<file path="src/design/its_pkg.sv">
// Shared constants, op codes and store control type for the interval timer bank.
package its_pkg;

    localparam int OP_W       = 2;
    localparam int SLOT_W     = 5;
    localparam int TS_W       = 32;
    localparam int CNT_W      = 32;
    localparam int MEAN_OUT_W = 48;
    localparam int DEV_W      = 64;
    localparam int ELAP_W     = 32;
    localparam int HALF_W     = 32;
    localparam int PROD_W     = 4 * HALF_W;
    localparam int MAX_SLOTS  = 2 ** SLOT_W;

    localparam int DEF_NUM_SLOTS      = 32;
    localparam int DEF_MEAN_FRAC_BITS = 16;
    localparam int DEF_TIME_WIDTH     = 32;
    localparam int DEF_MEAN_W         = DEF_TIME_WIDTH + DEF_MEAN_FRAC_BITS;

    typedef enum logic [OP_W-1:0] {
        OP_START = 2'd0,
        OP_STOP  = 2'd1,
        OP_CLEAR = 2'd2
    } t_op;

    typedef struct packed {
        logic              rd_en;
        logic              wr_en;
        logic              clr_en;
        logic [SLOT_W-1:0] addr;
    } t_mem_ctl;

endpackage

</file>
<file path="src/design/its_div.sv">
// Restoring divider, one quotient bit per cycle.
module its_div import its_pkg::*; #(
    parameter int W = DEF_MEAN_W
) (
    input  logic             i_clk,
    input  logic             i_rst_n,
    input  logic             i_start,
    input  logic [W-1:0]     i_dividend,
    input  logic [CNT_W-1:0] i_divisor,
    output logic             o_done,
    output logic [W-1:0]     o_quotient
);

    localparam int CW = $clog2(W + 1);

    logic             r_busy;
    logic             r_done;
    logic [CW-1:0]    r_cnt;
    logic [CNT_W-1:0] r_rem;
    logic [CNT_W-1:0] r_div;
    logic [W-1:0]     r_quo;
    logic [CNT_W:0]   trial;
    logic [CNT_W:0]   diff;
    logic             ge;

    assign trial      = {r_rem, r_quo[W-1]};
    assign diff       = trial - {1'b0, r_div};
    assign ge         = trial >= {1'b0, r_div};
    assign o_done     = r_done;
    assign o_quotient = r_quo;

    always_ff @(posedge i_clk) begin
        if (!i_rst_n) begin
            r_busy <= 1'b0;
            r_done <= 1'b0;
            r_cnt  <= '0;
        end else begin
            r_done <= 1'b0;
            if (i_start) begin
                r_rem  <= '0;
                r_quo  <= i_dividend;
                r_div  <= i_divisor;
                r_cnt  <= CW'(W);
                r_busy <= 1'b1;
            end else if (r_busy) begin
                // Shift in the next dividend bit, subtract when it fits.
                r_rem <= ge ? diff[CNT_W-1:0] : trial[CNT_W-1:0];
                r_quo <= {r_quo[W-2:0], ge};
                r_cnt <= r_cnt - CW'(1);
                if (r_cnt == CW'(1)) begin
                    r_busy <= 1'b0;
                    r_done <= 1'b1;
                end
            end
        end
    end

endmodule

</file>
<file path="config.mk">
export PLATFORM = sky130hd
export DESIGN_NAME = its_div
export DESIGN_NICKNAME = d
export VERILOG_FILES = /design/src/design/its_pkg.sv /design/src/design/its_div.sv
export SDC_FILE = /design/constraint.sdc
export NUM_CORES = 1
export LEC_CHECK = 0
export BUFFER_PORTS_ARGS = -buffer_cell sky130_fd_sc_hd__buf_2
export CAP_MARGIN = 10
export CORE_MARGIN = 10
export CORE_UTILIZATION = 56
export DETAILED_ROUTE_END_ITERATION = 10
export PLACE_DENSITY = 0.81
export SYNTH_ARGS = -nofsm -noshare
export SYNTH_HDL_FRONTEND = slang
export SYNTH_SLANG_ARGS = --single-unit
export TNS_END_PERCENT = 100
</file>
<file path="constraint.sdc">
create_clock -name i_clk -period 4.28 [get_ports i_clk]
set_clock_uncertainty 0.05 [all_clocks]
set_input_delay 0.642 -clock i_clk [delete_from_list [all_inputs] [get_ports i_clk]]
set_output_delay 0.642 -clock i_clk [all_outputs]
set_load 0.005 [all_outputs]
</file>
Word level (Yosys, flattened, before mapping). Index checks and enable logic that the tools add are counted. W data, S select, Z words.

Add/sub/neg operators: 2. $lt $le $gt $ge: 1. Eq/ne operators: 1. Multiplexer cells: 10. Bitwise operators: 2. Reductions and logical operators: 5.

Operators by type and width (count): $mux W48 (2); $mux W32 (2); $ge A33 B32 Y1 (1); $sub A32 B32 Y32 (1); $mux W6 (2); $eq A6 B1 Y1 const B (1); $sub A6 B1 Y6 const B (1); $mux W1 (4); $reduce_and A2 Y1 (2); $reduce_or A3 Y1 (1); $not A1 Y1 (2); $reduce_bool A2 Y1 (1); $reduce_or A2 Y1 (1).

Register bits after elaboration: 120. Input port bits: 83. Output and inout bits: 49. Logic and storage cells: 28.

Depth between registers and ports, before layout.
Word-level depth: 4. Depth in mapped cells: 14. Gate-level depth less buffers: 12.

Least setup slack after synthesis. Ideal clock, no wire load.

Kind: input-to-reg. Start point: input i_start. End point: register r_quo[0], in the netlist o_quotient[0] (enable). Library setup time: 445 ps. Data arrival time: 3046 ps. Required time: 3785 ps. Slack: 739 ps. Stages on the path: 3. Path through: clkbuf_1 > clkbuf_1 > o21a_1.

Cells in the longest elaborated chain, start to end: 2.

RTL lines: from (decl) (line its_div.sv:7) `input logic i_start,`; $reduce_bool A2 Y1 (no line); $reduce_and A2 Y1 (no line); to (signal assigned) (line its_div.sv:41) `r_quo <= i_dividend;`; to (signal assigned) (line its_div.sv:48) `r_quo <= {r_quo[W-2:0], ge};`; to (decl) (line its_div.sv:21) `logic [W-1:0] r_quo;`.

Every way passes these cells. A chain may end at the register's enable or synchronous reset.

Final worst setup path.
Start point: register r_rem[2]. End point: register r_rem[3], data pin.

Cells in the longest elaborated chain, start to end: 3. Elaborated cells between the ends (all ways): 4. Those cells by class: add/sub: 1; order compare: 1; mux: 2.

RTL lines: from (decl) (line its_div.sv:19) `logic [CNT_W-1:0] r_rem;`; from (signal assigned) (line its_div.sv:47) `r_rem <= ge ? diff[CNT_W-1:0] : trial[CNT_W-1:0];`; $sub A32 B32 Y32 / $ge A33 B32 Y1 (equally long branches) (line its_div.sv:27, its_div.sv:28); $mux W32 (*) (line its_div.sv:47); $mux W32 (*) (line its_div.sv:45) `end else if (r_busy) begin`.

Every way passes the cells marked *; elsewhere a longest branch is shown, timed or not. The select of a mux whose other input is x is not followed.

==> metrics.yaml <==
gr-total-overflow: 0
drc: 0
critPathLaunch: "r_rem[2]"
r2r_slack_ps: 690
vdd_drop_max_mv: 0.451
start_util_pct: 57.8
die_area_um2: 16700
dp_slack_ps: 814
htree_levels: 4
syn_inst: 563
period_minus_slack_ps: 3590
ys_async_sr_fraction_pct: 0
detail_route.iter0.violations: 328
die-height_um: 129
multiInputGateArea_um2: 2900
cts_setup_buffers: 0
arrival_ps: 3690
ys.flop_type: "edfxtp_1"
worstReg2RegEnd: "r_rem[3]"
antenna_cells: 0
dr_total_vias: 4906
portBuffers: 131
path_max_fanout: 40
fmax_ghz: 0.279
crit_type: "flop to flop"
busiest_layer: "met2"
fin_crit_sh_pct: 83.9
synth-edff-count: 112
antenna_found_initial: 1
fin_setup_tns_ps: 0
yosys_warnings: 0
clockBufferDepth: 2
grt_max_degree: 82
routedWlPerCell_um: 19.3
synth_top_area_share_pct: 50.3
ios: 132
use_met2_pct: 34.3
final_net_count: 811
num_rows: 39
leakage_nw: 3.38
cts_tree: "done"
cts_root_buffer: "clkbuf_16"
cts_buffers: 17
setup_viol: 0
setup_ws_ps: 690
worst_pin_slew_ps: 1140
dr.pass1.iters: 8
synth_commonest_cells: "edfxtp_1, nor2_1, mux2_2"
hold_path_class: "input pin to flop"
power.density_nw_per_um2: 460
ys_ff_latch: 120
final_antenna_net_count: 0
cts_resized: 0
clkSlewWorstSetupHoldPaths_ps: 60
synthesis.area_um2: 6680
syn_area_per_cell_um2: 11.9
end_kind: "flop"
critPathLaunchType: "flop"
outcome: "finished, final reports clean"
rsz0062_at_grt: "no"
drv_slew: 0
grt_pass1_wl_um: 26600
fillCellCount: 818
routed_via_density: 5.78
hold_violations: 0
gp_congestion: 0.921
ctsHoldBuffers: 0
synth_most_common_cell: "edfxtp_1"
slew_headroom_pct: 24.3
ys_seq_area_share_pct: 52.7
synth_area_leaders: "edfxtp_1, mux2_2, ha_1, mux2i_1, xnor2_1"
grt_use_total_pct: 20.2
fp.coreArea_um2: 11600
synth.largest_area_cell: "edfxtp_1"
critPathCapture: "r_rem[3]"
worst_r2r_path_depth: 10
seq_area_um2: 3520
fp.dieW_um: 129
area_growth_pct: 20.1
cp.required_ps: 4380
clk-insertion-delay-late_ps: 430
syn_nets: 681
grtUsageMet1_pct: 20.9
drv_cap: 0
clock-sinks: 120
dpl.hpwl_um: 11700
use_met3_pct: 11.3
r2r_start: "r_rem[2]"
yosysUniqueCellTypes: 58
finalWirelength_um: 16400
drive_above_1_share_pct: 31.6
grt_pass1_vias: 5191
-- cells by family after synthesis --
group / after synthesis / synth area share [%]
XOR/XNOR: 32 / 4.19
adder cells (fa/ha/maj): 35 / 6.67
AO/OA/AOI/OAI: 113 / 11.8
AND/OR/NAND/NOR: 123 / 8.75
flip-flops: 120 / 52.7
buffers and inverters: 67 / 4.04
multiplexers: 73 / 11.8
-- worst min path at each step --
stage / slack (ps) / start / end / cells past startpoint
4_1_cts: 330 / i_divisor[4] / r_div[4] / 1
6_report: 340 / i_divisor[4] / r_div[4] / 1
3_3_place_gp: 430 / r_cnt[1] / r_cnt[1] / 2
5_1_grt: 330 / i_divisor[27] / r_div[27] / 1
3_5_place_dp: 440 / r_cnt[1] / r_cnt[1] / 2
2_1_floorplan: 420 / r_cnt[1] / r_cnt[1] / 2
-- layout make-up --
type	count	share of cell area [%]
multi-input cells	376	36.1
inverters	45	2.11
clock inverters	13	1.78
clock buffers	19	5.52
flip-flops and latches	120	43.9
repair buffers	133	8.36
well taps	143	2.23
-- critical path: stages (launching register included) --
cell and delay [ps]:
edfxtp_1 420, ha_1 400, a21o_1 220, a21o_1 190
o21ai_1 240, nand3_1 170, o21ai_2 260, o31a_1 250
o221a_4 670, mux2i_1 350, nor2_1 70
-- registers in the layout (all words and copies together), names as in the netlist --
| register | cells |
|---|---|
| r_div | 32 |
| r_rem | 32 |
| r_cnt | 6 |
| o_done | 1 |
| r_busy | 1 |
| o_quotient | 48 |
-- metrics by stage --
| step | total power, mW | hold slack, ps | area [µm²] | utilization (%) | instances |
|---|---|---|---|---|---|
| final | 3.69 | 339 | 8020 | 69.4 | 849 |
| after global routing | 3.85 | 329 | 8020 | 69.4 | 849 |
| after CTS | 3.71 | 328 | 8020 | 69.4 | 849 |
| after detailed placement | 2.26 | 438 | 7440 | 64.3 | 817 |
| after global placement | 2.23 | 432 | 7440 | 64.3 | 817 |
| after floorplan | 2.06 | 419 | 6680 | - | 563 |
-- layer usage --
layer	share of wire, %	vias to the layer above
met5	0	-
met4	1.7	0
met3	11	30
met2	49	187
met1	38	2348
li1	-	2341
-- power by group --
part / switching, mW / total [mW] / internal (mW)
Clock: 0.557 / 1.44 / 0.878
Sequential: 0.0491 / 1.46 / 1.41
Combinational: 0.444 / 0.798 / 0.353
-- placed cells by master (no fill, tap or decap), types with 8 or more instances in the layout --
| cell | netlist | final |
|---|---|---|
| a21oi_1 | 28 | 28 |
| edfxtp_1 | 112 | 112 |
| ha_1 | 34 | 34 |
| mux2_2 | 47 | 47 |
| nand4_1 | 9 | 9 |
| clkbuf_16 | 0 | 17 |
| nor2_1 | 51 | 51 |
| a21o_1 | 17 | 17 |
| xor2_1 | 9 | 9 |
| inv_1 | 44 | 44 |
| mux2i_1 | 26 | 26 |
| dfxtp_1 | 8 | 8 |
| xnor2_1 | 23 | 23 |
| nand2_1 | 27 | 27 |
| o21a_1 | 10 | 9 |
| buf_2 | 3 | 131 |
| o21ai_0 | 14 | 14 |
Power figures use the tool's default switching activity.
