$ cat config.mk
export PLATFORM = sky130hd
export DESIGN_NAME = its_mul
export DESIGN_NICKNAME = d
export VERILOG_FILES = /design/src/design/its_pkg.sv /design/src/design/its_mul.sv
export SDC_FILE = /design/constraint.sdc
export NUM_CORES = 2
export LEC_CHECK = 0
export BUFFER_PORTS_ARGS = -buffer_cell sky130_fd_sc_hd__buf_2
export CORE_ASPECT_RATIO = 0.5
export CORE_MARGIN = 2
export CORE_UTILIZATION = 36
export CTS_BUF_LIST = sky130_fd_sc_hd__clkbuf_8
export DETAILED_ROUTE_END_ITERATION = 10
export REMOVE_ABC_BUFFERS = 1
export SYNTH_ARGS = -nofsm -noshare
export SYNTH_HDL_FRONTEND = slang
export SYNTH_SLANG_ARGS = --single-unit
export TNS_END_PERCENT = 50
$ cat constraint.sdc
create_clock -name i_clk -period 17.1 [get_ports i_clk]
set_input_delay 3.42 -clock i_clk [delete_from_list [all_inputs] [get_ports i_clk]]
set_output_delay 3.42 -clock i_clk [all_outputs]
set_load 0.01 [all_outputs]
$ cat src/design/its_pkg.sv
// Shared constants, op codes and store control type for the interval timer bank.
package its_pkg;

    localparam int OP_W       = 2;
    localparam int SLOT_W     = 5;
    localparam int TS_W       = 32;
    localparam int CNT_W      = 32;
    localparam int MEAN_OUT_W = 48;
    localparam int DEV_W      = 64;
    localparam int ELAP_W     = 32;
    localparam int HALF_W     = 32;
    localparam int PROD_W     = 4 * HALF_W;
    localparam int MAX_SLOTS  = 2 ** SLOT_W;

    localparam int DEF_NUM_SLOTS      = 32;
    localparam int DEF_MEAN_FRAC_BITS = 16;
    localparam int DEF_TIME_WIDTH     = 32;
    localparam int DEF_MEAN_W         = DEF_TIME_WIDTH + DEF_MEAN_FRAC_BITS;

    typedef enum logic [OP_W-1:0] {
        OP_START = 2'd0,
        OP_STOP  = 2'd1,
        OP_CLEAR = 2'd2
    } t_op;

    typedef struct packed {
        logic              rd_en;
        logic              wr_en;
        logic              clr_en;
        logic [SLOT_W-1:0] addr;
    } t_mem_ctl;

endpackage

$ cat src/design/its_mul.sv
// Multiplier built from four 32x32 partial products accumulated over cycles.
module its_mul import its_pkg::*; #(
    parameter int W = DEF_MEAN_W
) (
    input  logic              i_clk,
    input  logic              i_rst_n,
    input  logic              i_start,
    input  logic [W-1:0]      i_a,
    input  logic [W-1:0]      i_b,
    output logic              o_done,
    output logic [PROD_W-1:0] o_product
);

    logic [2*HALF_W-1:0] r_a;
    logic [2*HALF_W-1:0] r_b;
    logic [1:0]          r_k;
    logic                r_issue;
    logic                r_pp_vld;
    logic                r_done;
    logic [2*HALF_W-1:0] r_pp;
    logic [1:0]          r_sh;
    logic [PROD_W-1:0]   r_acc;
    logic [HALF_W-1:0]   a_half;
    logic [HALF_W-1:0]   b_half;
    logic [PROD_W-1:0]   pp_shifted;

    assign a_half    = r_k[0] ? r_a[2*HALF_W-1:HALF_W] : r_a[HALF_W-1:0];
    assign b_half    = r_k[1] ? r_b[2*HALF_W-1:HALF_W] : r_b[HALF_W-1:0];
    assign o_done    = r_done;
    assign o_product = r_acc;

    always_comb begin
        case (r_sh)
            2'd0:    pp_shifted = PROD_W'(r_pp);
            2'd1:    pp_shifted = PROD_W'(r_pp) << HALF_W;
            default: pp_shifted = PROD_W'(r_pp) << (2 * HALF_W);
        endcase
    end

    always_ff @(posedge i_clk) begin
        if (!i_rst_n) begin
            r_issue  <= 1'b0;
            r_pp_vld <= 1'b0;
            r_done   <= 1'b0;
            r_k      <= '0;
        end else begin
            r_done <= r_pp_vld && !r_issue;
            if (i_start) begin
                r_a      <= (2*HALF_W)'(i_a);
                r_b      <= (2*HALF_W)'(i_b);
                r_k      <= '0;
                r_issue  <= 1'b1;
                r_pp_vld <= 1'b0;
                r_acc    <= '0;
                r_done   <= 1'b0;
            end else begin
                if (r_pp_vld) begin
                    r_acc <= r_acc + pp_shifted;
                end
                if (r_issue) begin
                    r_pp     <= a_half * b_half;
                    r_sh     <= 2'(r_k[0]) + 2'(r_k[1]);
                    r_pp_vld <= 1'b1;
                    r_k      <= r_k + 2'd1;
                    if (r_k == 2'd3) begin
                        r_issue <= 1'b0;
                    end
                end else begin
                    r_pp_vld <= 1'b0;
                end
            end
        end
    end

endmodule

# Word-level counts from Yosys, hierarchy flattened
# Index checks and enable logic that the tools add are counted.
dict set report classes {
  addsub 3
  multipliers 1
  n_eq_ne 2
  mux 8
  bitwise_logic 2
  n_reduce_logical 8
}
# op n
set op_table {}
lappend op_table {{one-hot mux 128 bit (2 select lines)} 1}
lappend op_table {{adder 128 bit} 1}
lappend op_table {{2-to-1 mux 128 bit} 1}
lappend op_table {{multiplier 32 x 32 -> 64 bit} 1}
lappend op_table {{2-to-1 mux 32 bit} 2}
lappend op_table {{2-to-1 mux 1 bit} 4}
lappend op_table {{AND reduction 2 bit} 2}
lappend op_table {{AND reduction 3 bit} 1}
lappend op_table {{adder 1 x 1 -> 2 bit} 1}
lappend op_table {{adder 2 x 1 -> 2 bit (second input constant)} 1}
lappend op_table {{== test 2 x 1 -> 1 bit (second input constant)} 1}
lappend op_table {{== test 2 bit (second input constant)} 1}
lappend op_table {{logical NOT 2 bit} 1}
lappend op_table {{inverter 1 bit} 2}
lappend op_table {{nonzero test 2 bit} 1}
lappend op_table {{OR reduction 2 bit} 1}
lappend op_table {{logical AND 1 bit} 1}
lappend op_table {{logical NOT 1 bit} 1}
dict set report totals {
  regBits 295
  output_inout_bits 129
  wordCells 33
}

# Logic depth before layout (Yosys ltp)
dict set report logic_depth {
  depth_word 4
  ltp_mapped 34
  ltp_nobuf 30
}

# Worst setup path before layout
# No wires, ideal clock.
dict set report synth_path {
  path_type {register to register}
  from {register r_k[0]}
  to {register r_pp[63], data pin}
  setup_time_ns 0.260
  arrival_ns 8.436
  path_slack_ns 8.404
  stages_incl_launch_ff 31
  path_buffers 4
  synth_period_minus_slack_ns 8.696
  cell_sequence {dfxtp_1 -> clkbuf_1 -> buf_1 -> mux2i_1 -> clkbuf_1 -> nor2_1 -> fa_1 -> fa_1 -> fa_1 -> inv_1 -> fa_1 -> inv_1 -> fa_1 -> inv_1 -> fa_1 -> inv_1 -> fa_1 -> fa_1 -> ha_1 -> clkbuf_1 -> o21ai_0 -> nor3_1 -> a21oi_1 -> a311o_1 -> a2111oi_1 -> a21oi_1 -> o21ai_1 -> a221o_1 -> a31oi_1 -> o21ai_1 -> xnor2_1}
}
dict set report synth_between {
  elab_chain_cells 2
}
# item line_no
set synth_lines {}
lappend synth_lines {{start: declaration} its_mul.sv:16} ;# logic [1:0] r_k;
lappend synth_lines {{start signal: assignment} its_mul.sv:64} ;# r_k <= r_k + 2'd1;
lappend synth_lines {{2-to-1 mux 32 bit} its_mul.sv:27} ;# assign a_half = r_k[0] ? r_a[2*HALF_W-1:HALF_W] : r_a[HALF_W-1:0];
lappend synth_lines {{multiplier 32 x 32 -> 64 bit} its_mul.sv:61} ;# r_pp <= a_half * b_half;
lappend synth_lines {{end signal: assignment} its_mul.sv:61}
lappend synth_lines {{end: declaration} its_mul.sv:20} ;# logic [2*HALF_W-1:0] r_pp;
# No other way between the ends.
# A chain may end at the register's enable or synchronous reset.

# Final worst setup path
dict set report layout_path {
  from {register r_k[0]}
  to {register r_pp[59], data pin}
}
# The elaborated chain is that of the path after synthesis.

==> flow_summary.ini <==
[outcome]
status = completed

[timing]
finClkSkew_ps = 61.0
finalSetupViolCount = 0
tns_ps = 0
slew_violations = 0
fin_crit_sh_pct = 58.8
period_needed_ps = 10060
fmax_mhz = 99.4
whs_ps = 556
rsz0062_at_grt = no
slew_headroom_pct = 15.4
tightest_slew_ps = 1240
finalHoldViolCount = 0

[drt]
wl_um = 192000
drt-vias-per-instance = 5.39
detail-route-antenna-nets = 0
drc_errors = 0
dr.pass1.iters = 6
drtIter0Drc = 4082
vias = 43038
wl_per_cell_um = 24.1

[yosys]
synthArstFlopShare_pct = 0
syn_inst = 5930
synth_seq_cells = 295
yosys-top-cells-area = fa_1, edfxtp_1, ha_1
yosysSeqAreaShare_pct = 16.8
synth_top_cell_area_share_pct = 34.2
synth_edf_count = 290
ys_warn_count = 0
synth_ff_type = edfxtp_1
synth_top_area_cell = fa_1
synth_area_um2 = 52600
synth_cell_types = 76
syn_area_per_cell_um2 = 8.86

[floorplanning]
core_area_um2 = 145000
die-area_um2 = 149000
die_w_um = 544
rows = 99
die-height_um = 274
start_util_pct = 36.1
ios = 228

[setup_path]
required_ps = 17570
reg2reg_depth = 27
cp-start-kind = flip-flop
r2r_end = r_pp[59]
crit_type = reg -> reg
crit_family = adder cells
worstSetupEndpointType = flip-flop
cpPeakStageDelay_ps = 960
cpMostUsedCell = fa_1
crit_buf_inv = 5
r2r_start = r_k[0]
slowest_stage = mux2i_4
r2r_slack_ps = 7040
crit_arrival_ps = 10530
critPathMaxFanout = 44

[layout]
num-nets-final = 7364
finalNonFillerCells = 7989
final_layout_size_suffix_gt1_share_pct = 8.07
syn2layout_area_growth_pct = 8.14

[clocking]
cts_hold_buf = 0
clk_latency_ps = 750
cts_tree = done
root_buffer = clkbuf_8
cts_buffers = 53
cts.sinks = 295
ctsResizeCount = 0
cts.path.max_buffers = 3
post_cts_buffers = 0
clkTransAtPathRegs_ps = 70
cts.htree.levels = 2

[worst_hold_path]
hp-class = reg -> reg
worstHoldStart = r_pp_vld
whs_path_depth = 1
hold_end = o_done

[place]
portBuffers = 227
dpl.hpwl_um = 149000
place_congestion = 0.990
place_inst = 7891

[grt]
grt_first_pass_wirelength_um = 283000
gr-usage-all-layers_pct = 25.7
antenna_found_initial = 6
grt_pass1_vias = 43674
grt_overflow_total = 0
grt_start_max_net_pins = 81

[job]
drv_cap = 0
logic make-up after synthesis:
family / after synthesis / share of synthesized area, %
simple gates: 1992 / 16.1
fa+ha+maj: 1288 / 43.5
buf+inv: 1278 / 9.16
compound gates: 800 / 9.50
flops: 295 / 16.8
xor+xnor: 169 / 2.82
mux: 108 / 2.16
placed cells by master, fill, tap and decap left out, types with 36 or more instances in the layout:
master    netlist  layout
a21o_1         82      82
a21oi_1       271     271
and2_1         71      70
buf_2          13     226
buf_4           0      96
clkbuf_8        0      53
edfxtp_1      290     290
fa_1          897     897
ha_1          391     391
inv_1         948     962
mux2i_1        65      36
nand2_1       683     683
nand2b_1       48      48
nand4_1        97      97
nor2_1        894     893
nor2b_1        59      51
nor3_1         48      48
o21ai_0       165     165
o21bai_1       56      56
xnor2_1       104     104
xor2_1         65      65
cell usage after synthesis (48+ instances only):
master and count:
a21o_1 82, a21oi_1 271, and2_1 71, clkbuf_1 301, edfxtp_1 290, fa_1 897, ha_1 391, inv_1 948
mux2i_1 65, nand2_1 683, nand2b_1 48, nand4_1 97, nor2_1 894, nor2b_1 59, nor3_1 48, o21ai_0 165
o21bai_1 56, xnor2_1 104, xor2_1 65
layout make-up:
class                   count  area (µm²)
diodes                      1        2.50
clock buffers              53         729
clock inverters            44         270
fillers                 14829       88600
inverters                 948        3560
multi-input cells        4357       39100
flip-flops and latches    295        8820
well taps                1969        2460
repair buffers            322        1850
per-layer routing:
metal  global-route usage [%]  routed length, µm
met5                        0                 40
met4                     11.6              10000
met3                     6.81              20700
met2                     39.7              84000
met1                     33.8              77600
sequential cells by signal, indices dropped and copies added (netlist names):
register   flops
o_done         1
r_b           48
o_product    128
r_k            2
r_sh           2
r_a           48
r_pp_vld       1
r_issue        1
r_pp          64
how the worst max path moves through the flow:
stage                     slack (ps)        to   start  depth (start not counted)
after floorplan                 7410  r_pp[63]  r_k[1]                         26
after global placement          7290  r_pp[63]  r_k[0]                         27
after detailed placement        7190  r_pp[59]  r_k[0]                         27
after CTS                       7190  r_pp[57]  r_k[0]                         27
after global routing            6690  r_pp[57]  r_k[0]                         27
final                           7040  r_pp[59]  r_k[0]                         27
through the flow:
step                      setup slack [ps]  utilization (%)  instance area [µm²]
after floorplan                       7410                -                51300
after global placement                7290             38.4                55800
after detailed placement              7190             38.4                55800
after CTS                             7190             39.1                56800
after global routing                  6690             39.1                56800
final                                 7040             39.1                56800
worst register-to-register path, cell delays in order, from the launching register on:
cell and delay, ps:
dfxtp_4 490, buf_4 620, mux2i_4 1100, nor2_1 160
fa_1 530, inv_1 50, fa_1 360, inv_1 80
fa_1 400, inv_1 80, fa_1 400, inv_1 90
fa_1 450, fa_1 560, fa_1 430, fa_1 450
ha_1 450, a21oi_1 270, o21ai_0 150, a2111oi_0 780
a311o_1 350, a2111oi_1 130, a21oi_1 270, o21ai_1 120
a221o_1 370, a31oi_1 370, o21ai_1 150, xnor2_1 160
Power is not shown: default switching activity piles up to over one toggle a cycle in this logic, so the estimate is an artifact.
