===== config.mk =====
export PLATFORM = sky130hd
export DESIGN_NAME = its_store
export DESIGN_NICKNAME = d
export VERILOG_FILES = /design/src/design/its_pkg.sv /design/src/design/its_store.sv
export SDC_FILE = /design/constraint.sdc
export NUM_CORES = 1
export LEC_CHECK = 0
export BUFFER_PORTS_ARGS = -buffer_cell sky130_fd_sc_hd__buf_2
export CORE_ASPECT_RATIO = 1.25
export CORE_MARGIN = 2
export CORE_UTILIZATION = 23
export DETAILED_ROUTE_END_ITERATION = 16
export GPL_TIMING_DRIVEN = 0
export SLEW_MARGIN = 5
export SYNTH_ARGS = -nofsm -noshare
export SYNTH_HDL_FRONTEND = slang
export SYNTH_SLANG_ARGS = --single-unit

===== constraint.sdc =====
create_clock -name i_clk -period 2.3 [get_ports i_clk]
set_clock_uncertainty 0.05 [all_clocks]
set_input_delay 0 -clock i_clk [delete_from_list [all_inputs] [get_ports i_clk]]
set_output_delay 0 -clock i_clk [all_outputs]
set_load 0.005 [all_outputs]

===== src/design/its_pkg.sv =====
// Shared constants, op codes and store control type for the interval timer bank.
package its_pkg;

    localparam int OP_W       = 2;
    localparam int SLOT_W     = 5;
    localparam int TS_W       = 32;
    localparam int CNT_W      = 32;
    localparam int MEAN_OUT_W = 48;
    localparam int DEV_W      = 64;
    localparam int ELAP_W     = 32;
    localparam int HALF_W     = 32;
    localparam int PROD_W     = 4 * HALF_W;
    localparam int MAX_SLOTS  = 2 ** SLOT_W;

    localparam int DEF_NUM_SLOTS      = 32;
    localparam int DEF_MEAN_FRAC_BITS = 16;
    localparam int DEF_TIME_WIDTH     = 32;
    localparam int DEF_MEAN_W         = DEF_TIME_WIDTH + DEF_MEAN_FRAC_BITS;

    typedef enum logic [OP_W-1:0] {
        OP_START = 2'd0,
        OP_STOP  = 2'd1,
        OP_CLEAR = 2'd2
    } t_op;

    typedef struct packed {
        logic              rd_en;
        logic              wr_en;
        logic              clr_en;
        logic [SLOT_W-1:0] addr;
    } t_mem_ctl;

endpackage


===== src/design/its_store.sv =====
// Per-slot statistics memory with valid bits that read unwritten rows as zero.
module its_store import its_pkg::*; #(
    parameter int DEPTH = DEF_NUM_SLOTS,
    parameter int AW    = 5,
    parameter int ROW_W = 8
) (
    input  logic             i_clk,
    input  logic             i_rst_n,
    input  t_mem_ctl         i_ctl,
    input  logic [ROW_W-1:0] i_wr_row,
    output logic [ROW_W-1:0] o_rd_row
);

    logic [ROW_W-1:0] r_mem [DEPTH];
    logic [DEPTH-1:0] r_vld;
    logic [ROW_W-1:0] r_rd_data;
    logic             r_rd_vld;
    logic [AW-1:0]    addr;

    assign addr     = i_ctl.addr[AW-1:0];
    assign o_rd_row = r_rd_vld ? r_rd_data : '0;

    always_ff @(posedge i_clk) begin
        if (i_ctl.wr_en) begin
            r_mem[addr] <= i_wr_row;
        end
        if (i_ctl.rd_en) begin
            r_rd_data <= r_mem[addr];
        end
    end

    // Valid bits: reset clears every row at once, clear drops one row.
    always_ff @(posedge i_clk) begin
        if (!i_rst_n) begin
            r_vld    <= '0;
            r_rd_vld <= 1'b0;
        end else begin
            if (i_ctl.wr_en) begin
                r_vld[addr] <= 1'b1;
            end else if (i_ctl.clr_en) begin
                r_vld[addr] <= 1'b0;
            end
            if (i_ctl.rd_en) begin
                r_rd_vld <= r_vld[addr];
            end
        end
    end

endmodule


Word-level counts from Yosys, hierarchy flattened. Memories as Yosys holds them, arrays and structs flattened. A register that Yosys moved wholly into a read port is not among the register bits. Cells that the tools add are included.

Bits in writable memories: 256. Memories: 1. Flip-flop bits (word level): 33. Word-level logic and storage cells: 19. Bits of input ports: 18. Output and inout port bits: 8.

$lt $le $gt $ge: 2. Mux-type cells: 9. Reduce and logical (&&, ||, !) cells: 2. Bitwise gates (word level): 3.

Memories: r_mem (depth 32, bits a word 8, rd ports 1, clocked after memory_dff 1, write ports 1, RTL line its_store.sv:14) `logic [ROW_W-1:0] r_mem [DEPTH];`.

Operators by type and width (number): two-way mux 32 bit (2); AND 32 bit (1); inverter 32 bit (1); bitwise OR 32 bit (1); two-way mux 8 bit (1); less-than comparator 5 x 6 -> 1 bit (second input constant) (1); binary-select mux 1 bit (select 5 bit) (1); demux 1 bit (select 5 bit) (1); greater-or-equal comparator 5 x 1 -> 1 bit (second input constant) (1); two-way mux 1 bit (4); nonzero test 2 bit (1); logical AND 1 bit (1).

Depth between registers and ports, before layout. Gate-level depths: netlist (run 1).

Depth in word-level cells: 8. Mapped depth: 6. Gate-level depth less buffers: 4.

Worst setup path after synthesis (run 1). OpenSTA, ideal clock, no wires.

Path kind: input to register. Start: input i_ctl[0] (netlist bit). End: memory r_mem[0][0], enable pin. Library setup time: 374 ps. Stages on the path: 5. Path buffers: 2. Slack: 747 ps. Arrival time: 1129 ps. Required time: 1876 ps. Cells stage by stage: buf_6 > buf_4 > inv_1 > nand3_1 > nor2_1.

RTL lines: start, declared (RTL line its_store.sv:9) `input t_mem_ctl i_ctl,`; end, declared (RTL line its_store.sv:14).

Straight into the memory's write port.

Final worst setup path (run 1).
Start: input i_ctl[1] (netlist bit). End: memory r_mem[15][2], enable pin.

Straight into the memory's write port.

==> results.ini, run 1 <==
[run_status]
outcome = complete, no violations

[setup_path]
cpMostUsedCell = buf_2
critical-path-max-stage-delay_ns = 0.98
crit_path_end_kind = register
path_buf_inv = 2
worstSetupPathType = in -> reg
cp.required_ns = 2.41
worstPathCellList = buf_2 > buf_2 > nand3_1 > nor2_1
cp_max_fo = 10
cp-start-kind = input pin
crit_path_top_delay_cell = nor2_1
critPathTopFamily = simple AND/OR/NAND/NOR gates
crit_arrival_ns = 2.11

[clock_tree]
clockBufferDepth = 3
cts_root_buffer = clkbuf_16
cts_resized = 0
cts-buffers-inserted = 29
h-tree-depth = 1
clkSinkCount = 297
cts_setup_buffers = 0
clkLatencyLatePin_ns = 0.54
clk_pin_slew_ns = 0.06
cts_tree = done

[global_routing]
grt_max_degree = 33
grt_pass1_vias = 6108
grt_overflow = 0
antenna_found_initial = 2
grt_usage_pct = 11.1
grt_pass1_wl_um = 42600

[sta]
finalSetupViolCount = 0
max_freq_mhz = 500
tightest_slew_ns = 1.14
rsz0062_at_grt = false
finalMaxSlewViolations = 0
relSlewSlack_pct = 24.0
fin_crit_ns = 2.00
hold_viol = 0
min_period_over_period_pct = 86.9

[final_layout]
drive_gt1_share_pct = 21.1
n_fill_cell = 4976
final_common_cell = edfxtp_1
n_antenna_cell = 0
nNetsFinal = 667
ff_latch_area_um2 = 8590
areaGrowthSynthToFinish_pct = 16.7
final_cell_mix = 264 x edfxtp_1, 64 x o21a_1, 47 x mux4_2
multi_input_area_um2 = 2890
design_area_um2 = 13600

[yosys]
synth_cell_types = 33
yosysWarningCount = 0
synth_area_leaders = edfxtp_1 68%, mux4_2 9.1%, dfxtp_1 5.7%, mux4_1 4.7%, o21a_1 4.1%
synthesis.area_um2 = 11700
syn-instance-count = 587
synth_area_per_cell_um2 = 19.9
netlist.area_leader.share_pct = 67.9
syn_nets = 605
seq_area_frac_synth_pct = 73.5
ys_ff_latch = 297
yosysTopAreaCell = edfxtp_1

[pwr]
irDropWorstVdd_mv = 0.517
p_sw_uw = 2390
p_leak_uw = 0.00427
switching_share_pct = 21.2
combPwrFrac_pct = 5.4
internal_power_uw = 8870
total_power_uw = 11300
clkPwrFrac_pct = 41.6
powerDensity_nw_per_um2 = 826
power_frac_seq_pct = 53.0

[floorplan]
initial_core_util_pct = 23.2
dieWidth_um = 206
die_height_um = 256
io_pins = 26
coreArea_um2 = 50300
fp-row-count = 92
fp.dieArea_um2 = 52600

[placed_design]
gp_congestion = 0.849
port_buffers = 22
place_area_um2 = 12600
hpwl_um = 19500

[routing]
first_pass_iters = 6
wl_per_cell_um = 22.4
wl_um = 29800
via_count = 6062
vias_per_cell = 4.57
drtIter0Drc = 568
drc = 0
ant_nets = 0

[job]
timing.max_cap.violations = 0

[hold_path]
hold_path_class = in -> reg

==> layout make-up <==
| class | count | area share, % |
|---|---|---|
| Sequential cell | 297 | 63.0 |
| Multi-Input combinational cell | 259 | 21.2 |
| Tap cell | 658 | 6.04 |
| Clock buffer | 39 | 5.75 |
| Timing Repair Buffer | 31 | 1.47 |
| Buffer | 29 | 1.44 |
| Clock inverter | 12 | 1.02 |
| Inverter | 2 | 0.0551 |
==> power groups by stage <==
stage | Sequential (uW) | Combinational [uW] | Clock (uW)
after CTS | 5970 | 607 | 4730
after floorplan | 6080 | 313 | 0
after global routing | 5970 | 634 | 4940
after detailed placement | 6090 | 593 | 0
final | 5970 | 603 | 4680
after global placement | 6080 | 584 | 0
==> kinds of logic (layout without fill, tap and decap cells) <==
logic type	Yosys count	in the layout	synth area share, %
mux	76	76	14.5
simple gates	77	77	3.46
compound gates	106	106	6.79
buf+inv	31	113	1.75
flops	297	297	73.5
==> synth_stat cells <==
cell type  count
a211oi_2       1
a22o_1         1
a22oi_1       32
a31oi_1        1
and2_1         9
and3_1         1
and3b_1        1
buf_1          1
buf_2         11
buf_4          5
buf_6          7
clkbuf_1       3
clkbuf_2       2
dfxtp_1       33
edfxtp_1     264
inv_1          2
mux2i_1        8
mux4_1        21
mux4_2        47
nand2_1        3
nand3_1        9
nand3b_1       3
nand4_1        9
nor2_1        35
nor3_1         1
nor3b_2        3
o21a_1        64
o21ai_0        2
o22ai_1        4
o311a_1        1
or3_1          1
or3b_1         1
or3b_2         1
==> final timing paths <==
path,from,end,slack (ns),depth (start not counted)
max,i_ctl[1],r_mem[15][2]$_DFFE_PP_,0.30,4
min,i_wr_row[3],r_mem[13][3]$_DFFE_PP_,0.01,1
max reg2reg,r_mem[29][0]$_DFFE_PP_,r_rd_data[0]$_DFFE_PP_,0.41,3
min reg2reg,register,register,0.51,2
==> worst reg2reg max path, stage by stage (launching register included) <==
cell and delay [ns]:
edfxtp_1 0.35, mux4_1 0.54, a22oi_1 0.45, nand4_1 0.21
==> per-stage QoR <==
stage / util (%) / worst slack, ns / std cells / setup TNS (ns) / hold slack, ns
after floorplan: - / 0.747 / 587 / 0 / 0.0489
after global placement: 25.1 / -0.263 / 1267 / -19.32 / 0.341
after detailed placement: 25.1 / -0.278 / 1267 / -23.81 / 0.342
after CTS: 27.1 / 0.293 / 1327 / 0 / 0.0162
after global routing: 27.1 / 0.173 / 1327 / 0 / 0.0357
final: 27.1 / 0.302 / 1327 / 0 / 0.0105
==> layer usage <==
metal	up-vias	global-route usage, %	share of wire, %
met3	58	1.87	5.7
met4	0	3.68	3.4
met1	3208	14.4	41
li1	2576	-	-
met2	220	18.8	50
met5	-	0	0
==> repair_timing <==
action                                  4_1_cts  5_1_grt
endpoints found under the setup margin        0        0
hold endpoints to repair                    169        0
hold buffers                                  9        0
Note: power is estimated with default switching activity, not from simulation.
==> run 2, diff against run 1 <==
- CAP_MARGIN: not set -> 40
- CTS_BUF_LIST: not set -> sky130_fd_sc_hd__clkbuf_8
==> run 2 against run 1 <==
Compared with the run above:
- first-iteration DRC count grew 7.4%
- critical path depth shrank 1
- worst setup slack gained 0.049 ns
- global-route usage grew 0.20 points
- hold slack gained 0.065 ns
- sequential share of layout area shrank 0.66 points
- critical path type is now reg -> reg
- flip-flop and latch count is the same
- clock power shrank 13%
- combinational power grew 1%
- largest power group unchanged
- largest cell class unchanged
==> results.ini, run 2 (same netlist as run 1, synthesis figures left out) <==
[hold_path]
hold_path_class = in -> reg  ; unchanged

[routing]
drc = 0  ; unchanged
wl_per_cell_um = 21.6  ; was 22.4 um
first_pass_iters = 5  ; was 6
vias_per_cell = 4.51  ; was 4.57
wl_um = 30000  ; was 29,800 um
ant_nets = 0  ; unchanged
drtIter0Drc = 610  ; was 568
via_count = 6250  ; was 6,062

[setup_path]
worstSetupPathType = reg -> reg  ; was in -> reg
cp_max_fo = 1  ; was 10
crit_arrival_ns = 2.15  ; was 2.11 ns
cp.required_ns = 2.50  ; was 2.41 ns
cp-start-kind = register  ; was input pin
crit_path_end_kind = register  ; unchanged

[clock_tree]
h-tree-depth = 2  ; was 1
clk_pin_slew_ns = 0.06  ; about the same
cts_tree = done  ; unchanged
cts_root_buffer = clkbuf_8  ; was clkbuf_16
clkSinkCount = 297  ; unchanged
clkLatencyLatePin_ns = 0.56  ; was 0.54 ns
cts-buffers-inserted = 45  ; was 29
clockBufferDepth = 3  ; unchanged

[placed_design]
gp_congestion = 0.849  ; unchanged
place_area_um2 = 12800  ; was 12,600 um2
hpwl_um = 19900  ; was 19,500 um
port_buffers = 22  ; unchanged

[sta]
hold_viol = 0  ; unchanged
finalSetupViolCount = 0  ; unchanged
fin_crit_ns = 1.95  ; was 2.00 ns
relSlewSlack_pct = 42.4  ; was 24.0%
rsz0062_at_grt = false  ; unchanged
min_period_over_period_pct = 84.7  ; was 86.9%
tightest_slew_ns = 0.861  ; was 1.14 ns
finalMaxSlewViolations = 0  ; unchanged
max_freq_mhz = 513  ; was 500 MHz
tns_ns = 0  ; unchanged

[floorplan]
fp.dieArea_um2 = 52600  ; unchanged
fp-row-count = 92  ; unchanged
die_height_um = 256  ; unchanged
io_pins = 26  ; unchanged
initial_core_util_pct = 23.2  ; unchanged
dieWidth_um = 206  ; unchanged
coreArea_um2 = 50300  ; unchanged

[pwr]
p_leak_uw = 0.00447  ; was 0.00427 uW
powerDensity_nw_per_um2 = 772  ; was 826 nW/um2
irDropWorstVdd_mv = 0.311  ; was 0.517 mV

[final_layout]
design_area_um2 = 13800  ; was 13,600 um2
final_cell_mix = 264 x edfxtp_1, 64 x o21a_1, 47 x mux4_2, 47 x clkbuf_8, 35 x nor2_1  ; was 264 x edfxtp_1, 64 x o21a_1, 47 x mux4_2
areaGrowthSynthToFinish_pct = 17.9  ; was 16.7%
drive_gt1_share_pct = 25.4  ; was 21.1%
final_util_pct = 27.4  ; was 27.1%
final_common_cell = edfxtp_1  ; unchanged
n_antenna_cell = 0  ; unchanged
nNetsFinal = 715  ; was 667

[global_routing]
grt_pass1_wl_um = 43200  ; was 42,600 um
grt_pass1_vias = 6347  ; was 6,108
grt_usage_pct = 11.3  ; was 11.1%
antenna_found_initial = 2  ; unchanged
grt_overflow = 0  ; unchanged
grt_max_degree = 33  ; unchanged

[run_status]
outcome = complete, no violations  ; unchanged

[job]
timing.max_cap.violations = 0  ; unchanged

==> run 2: cell types whose count changed in the layout (fill, tap and decap cells not counted), moves of 2 or more <==
cell and change:
buf_4 +29, clkbuf_16 -29, clkbuf_8 +45, clkinvlp_4 -2
clkbuf_1 -8, clkinv_1 +10, inv_1 +12
==> run 2: area by class of cell <==
class / count / area, um2
Clock buffer: 47 / 647
Sequential cell: 297 / 8590
Fill cell: 4987 / 36500
Multi-Input combinational cell: 259 / 2890
Timing Repair Buffer: 63 / 444
Clock inverter: 31 / 176
Inverter: 2 / 7.51
Buffer: 29 / 196
Tap cell: 658 / 823
==> run 2: report_power, final <==
group	switching (uW)	total, uW	internal, uW
sequential	19.9	5970	5950
combinational	392	610	218
clock	1950	4060	2110
==> run 2: layer usage <==
metal | wire (um) | vias up | GRT usage (%)
met5 | 0 | - | 0
met4 | 720 | 0 | 3.32
met3 | 1920 | 55 | 2.42
met1 | 12100 | 3267 | 14.4
met2 | 15300 | 249 | 19.3
li1 | - | 2679 | -
==> run 2: path summary, 6_finish.rpt <==
| path | start | endpoint | slack [ns] | depth (start not counted) |
|---|---|---|---|---|
| worst max-delay path | r_mem[31][3]$_DFFE_PP_ | r_rd_data[3]$_DFFE_PP_ | 0.35 | 3 |
| worst min-delay path | i_ctl[2] | r_rd_vld$_SDFFE_PN0P_ | 0.08 | 5 |
| worst max register to register | r_mem[31][3]$_DFFE_PP_ | r_rd_data[3]$_DFFE_PP_ | 0.35 | 3 |
| worst min register to register | register | register | 0.51 | 2 |
==> run 2: critical path, stage by stage (launching register included) <==
cell and delay, ns:
edfxtp_1 0.37, mux4_1 0.50, a22oi_1 0.50, nand4_1 0.22
==> run 2: what timing repair did <==
item                      4_1_cts  5_1_grt
gates resized for setup         0        0
hold buffers                   10        0
hold endpoints to repair      228        0
setup buffers                   0        0
==> run 2: per-stage QoR <==
| stage | total power [uW] | instances | hold WS [ns] | setup WS, ns |
|---|---|---|---|---|
| final | 10600 | 1386 | 0.0758 | 0.351 |
| after detailed placement | 6690 | 1298 | 0.345 | -0.0805 |
| after global routing | 11000 | 1386 | 0.0967 | 0.339 |
| after global placement | 6670 | 1267 | 0.341 | -0.263 |
| after CTS | 10700 | 1386 | 0.0298 | 0.357 |
| after floorplan | 6390 | 587 | 0.0489 | 0.747 |
==> run 3, diff against run 2 <==
- ABC_AREA: not set -> 1
- clock period: 2.3 -> 1.62 ns (I/O delays scaled with it)
==> run 3 against run 2 <==
Compared with the run above:
- wire length is 11% higher
- global-route usage up 1.1 points
- register-to-register slack worse by 0.24 ns
- synthesized cell count up 59%
- flip-flop and latch count unchanged
- sequential share of layout area is 1.4 points lower
- via count is 28% higher
- hold slack worse by 0.044 ns
- critical path depth up 4
- critical path type is now in -> reg
- largest power group unchanged
==> results.ini, run 3 <==
[clock_tree]
cts_tree = done  ; unchanged
h-tree-depth = 2  ; unchanged
clkLatencyLatePin_ns = 0.57  ; was 0.56 ns
cts_setup_buffers = 0  ; unchanged
clockBufferDepth = 3  ; unchanged
cts-buffers-inserted = 44  ; was 45
cts_root_buffer = clkbuf_8  ; unchanged
clk_pin_slew_ns = 0.06  ; about the same
clkSinkCount = 297  ; unchanged

[floorplan]
io_pins = 26  ; unchanged
die_height_um = 257  ; was 256 um
fp-row-count = 92  ; unchanged
initial_core_util_pct = 23.3  ; was 23.2%
dieWidth_um = 207  ; was 206 um
fp.dieArea_um2 = 53200  ; was 52,600 um2
coreArea_um2 = 50600  ; was 50,300 um2

[global_routing]
grt_overflow = 0  ; unchanged
grt_pass1_vias = 7888  ; was 6,347
antenna_found_initial = 0  ; was 2
grt_max_degree = 33  ; unchanged
grt_usage_pct = 12.5  ; was 11.3%
grt_pass1_wl_um = 49100  ; was 43,200 um

[pwr]
power_frac_seq_pct = 56.0  ; was 56.1%
combPwrFrac_pct = 6.3  ; was 5.7%
powerDensity_nw_per_um2 = 1070  ; was 772 nW/um2
p_leak_uw = 0.00513  ; was 0.00447 uW
irDropWorstVdd_mv = 0.535  ; was 0.311 mV
switching_share_pct = 23.3  ; was 22.2%
clkPwrFrac_pct = 37.7  ; was 38.1%
internal_power_uw = 11600  ; was 8280 uW
p_sw_uw = 3520  ; was 2360 uW

[yosys]
synthTopCellsByCount = 267 x nand2_1, 264 x edfxtp_1, 128 x a22oi_1, 50 x nor2_1, 33 x dfxtp_1  ; was 264 x edfxtp_1, 64 x o21a_1, 47 x mux4_2, 35 x nor2_1, 33 x dfxtp_1
synth_cell_types = 24  ; was 33
synth_area_leaders = edfxtp_1 67%, nand2_1 8.5%, a22oi_1 8.1%, dfxtp_1 5.6%, nor2_1 1.6%  ; was edfxtp_1 68%, mux4_2 9.1%, dfxtp_1 5.7%, mux4_1 4.7%, o21a_1 4.1%
ys_ff_latch = 297  ; unchanged
seq_area_frac_synth_pct = 72.6  ; was 73.5%
synthFlopType = edfxtp_1  ; unchanged
syn-instance-count = 934  ; was 587
netlist.area_leader.share_pct = 67.1  ; was 67.9%
yosysTopAreaCell = edfxtp_1  ; unchanged
syn_nets = 952  ; was 605
yosysWarningCount = 0  ; unchanged
synth_area_per_cell_um2 = 12.7  ; was 19.9 um2
synthArstFlopShare_pct = 0  ; unchanged
yosysMostFrequentCell = nand2_1  ; was edfxtp_1
synth-edff-count = 264  ; unchanged
synthesis.area_um2 = 11800  ; was 11,700 um2

[sta]
rsz0062_at_grt = false  ; unchanged
relSlewSlack_pct = 43.9  ; was 42.4%
tightest_slew_ns = 0.838  ; was 0.861 ns
fin_crit_ns = 1.55
hold_viol = 0  ; unchanged
finalMaxSlewViolations = 0  ; unchanged
whs_ns = 0.0315  ; was 0.0758 ns
min_period_over_period_pct = 95.4
max_freq_mhz = 647
finalSetupViolCount = 0  ; unchanged

[placed_design]
place_area_um2 = 12900  ; was 12,800 um2
port_buffers = 22  ; unchanged
gp_congestion = 0.819  ; was 0.849
hpwl_um = 21900  ; was 19,900 um

[routing]
drtIter0Drc = 839  ; was 610
wl_um = 33400  ; was 30,000 um
via_count = 7999  ; was 6,250
drc = 0  ; unchanged
wl_per_cell_um = 19.1  ; was 21.6 um
vias_per_cell = 4.58  ; was 4.51
ant_nets = 0  ; unchanged
first_pass_iters = 5  ; unchanged

[final_layout]
design_area_um2 = 14100  ; was 13,800 um2
drive_gt1_share_pct = 16.5  ; was 25.4%
final_util_pct = 27.8  ; was 27.4%
ff_latch_area_um2 = 8590  ; unchanged
n_antenna_cell = 0  ; unchanged
final_cell_mix = 267 x nand2_1, 264 x edfxtp_1, 128 x a22oi_1  ; was 264 x edfxtp_1, 64 x o21a_1, 47 x mux4_2, 47 x clkbuf_8, 35 x nor2_1
areaGrowthSynthToFinish_pct = 19.2  ; was 17.9%
multi_input_area_um2 = 2780  ; was 2890 um2
nNetsFinal = 1073  ; was 715
final_common_cell = nand2_1  ; was edfxtp_1
n_fill_cell = 5187  ; was 4,987

[setup_path]
r2r_start = r_mem[0][6]$_DFFE_PP_  ; was r_mem[31][3]$_DFFE_PP_
critPathLaunch = i_ctl[6]  ; was r_mem[31][3]$_DFFE_PP_
crit_path_end_kind = register  ; unchanged
reg2reg_to = r_rd_data[6]$_DFFE_PP_  ; was r_rd_data[3]$_DFFE_PP_
worstSetupPathType = in -> reg  ; was reg -> reg
r2r_cells = 6  ; was 3
crit_arrival_ns = 1.76  ; was 2.15 ns
r2r_setup_slack_ns = 0.11  ; was 0.35 ns
cp-start-kind = input pin  ; was register
cp.required_ns = 1.83  ; was 2.50 ns
cp_max_fo = 10  ; was 1

[hold_path]
min_from = i_ctl[4]  ; was i_ctl[2]
hold_path_class = in -> reg  ; unchanged
holdPathStages = 4  ; was 5
hold_end = r_mem[11][0]$_DFFE_PP_  ; was r_rd_vld$_SDFFE_PN0P_

[run_status]
outcome = complete, no violations  ; unchanged

[job]
timing.max_cap.violations = 0  ; unchanged

[run 3: kinds of logic (layout without fill, tap and decap cells)]
group                  Yosys count  after routing  share of synthesized area, %
AND/OR/NAND/NOR                369            369                          13.1
flip-flops                     297            297                          72.6
AO/OA/AOI/OAI                  175            175                          10.2
buffers and inverters           93            248                          4.04
[run 3: routing by layer]
layer / share of wire, % / GRT usage (%) / up-vias
li1: - / - / 3612
met1: 40 / 15.4 / 3971
met2: 49 / 21.0 / 337
met3: 6.9 / 2.09 / 79
met4: 4.2 / 5.81 / 0
met5: 0 / 0 / -
[run 3: cell type report]
class                           instances  area share, %
Inverter                               40           1.10
Clock inverter                         32           1.11
Timing Repair Buffer                   76           4.35
Multi-Input combinational cell        544           19.7
Clock buffer                           48           4.69
Sequential cell                       297           60.9
Buffer                                 52           2.26
Tap cell                              658           5.84
[run 3: worst max-delay path by stage]
stage,endpoint,slack [ns],cells past startpoint
2_1_floorplan,r_mem[10][0]$_DFFE_PP_,0.1,7
3_3_place_gp,r_mem[17][5]$_DFFE_PP_,-0.71,7
3_5_place_dp,r_mem[5][7]$_DFFE_PP_,-0.47,7
4_1_cts,r_mem[20][1]$_DFFE_PP_,0.02,7
5_1_grt,r_mem[18][2]$_DFFE_PP_,0.01,7
6_report,r_mem[19][7]$_DFFE_PP_,0.07,7
[run 3: power groups by stage]
stage	Clock, uW	Sequential, uW	Combinational [uW]
global placement	0	8630	881
floorplan	0	8620	484
global route	6090	8470	1030
finish	5690	8470	951
detailed placement	0	8630	899
CTS	5790	8470	940
[run 3: timing repair]
item | CTS | global route
pin swaps | 0 | 0
hold buffers | 38 | 0
resized for setup | 0 | 6
endpoints found under the hold margin | 238 | 0
setup endpoints to repair | 7 | 30
[run 3: critical path, cell delays in order]
cell and delay (ns):
buf_4 0.17, inv_2 0.12, nand2_2 0.22, buf_2 0.29, nand3_1 0.13, nor2_1 0.55
buf_4 0.28
[run 3: through the flow]
stage                     setup slack (ns)  setup TNS [ns]  cells  power, uW
after global routing               0.00995               0   1747      15600
final                               0.0742               0   1747      15100
after floorplan                     0.0994               0    934       9110
after detailed placement            -0.467          -60.07   1630       9530
after CTS                           0.0186               0   1747      15200
after global placement              -0.712         -103.19   1614       9510
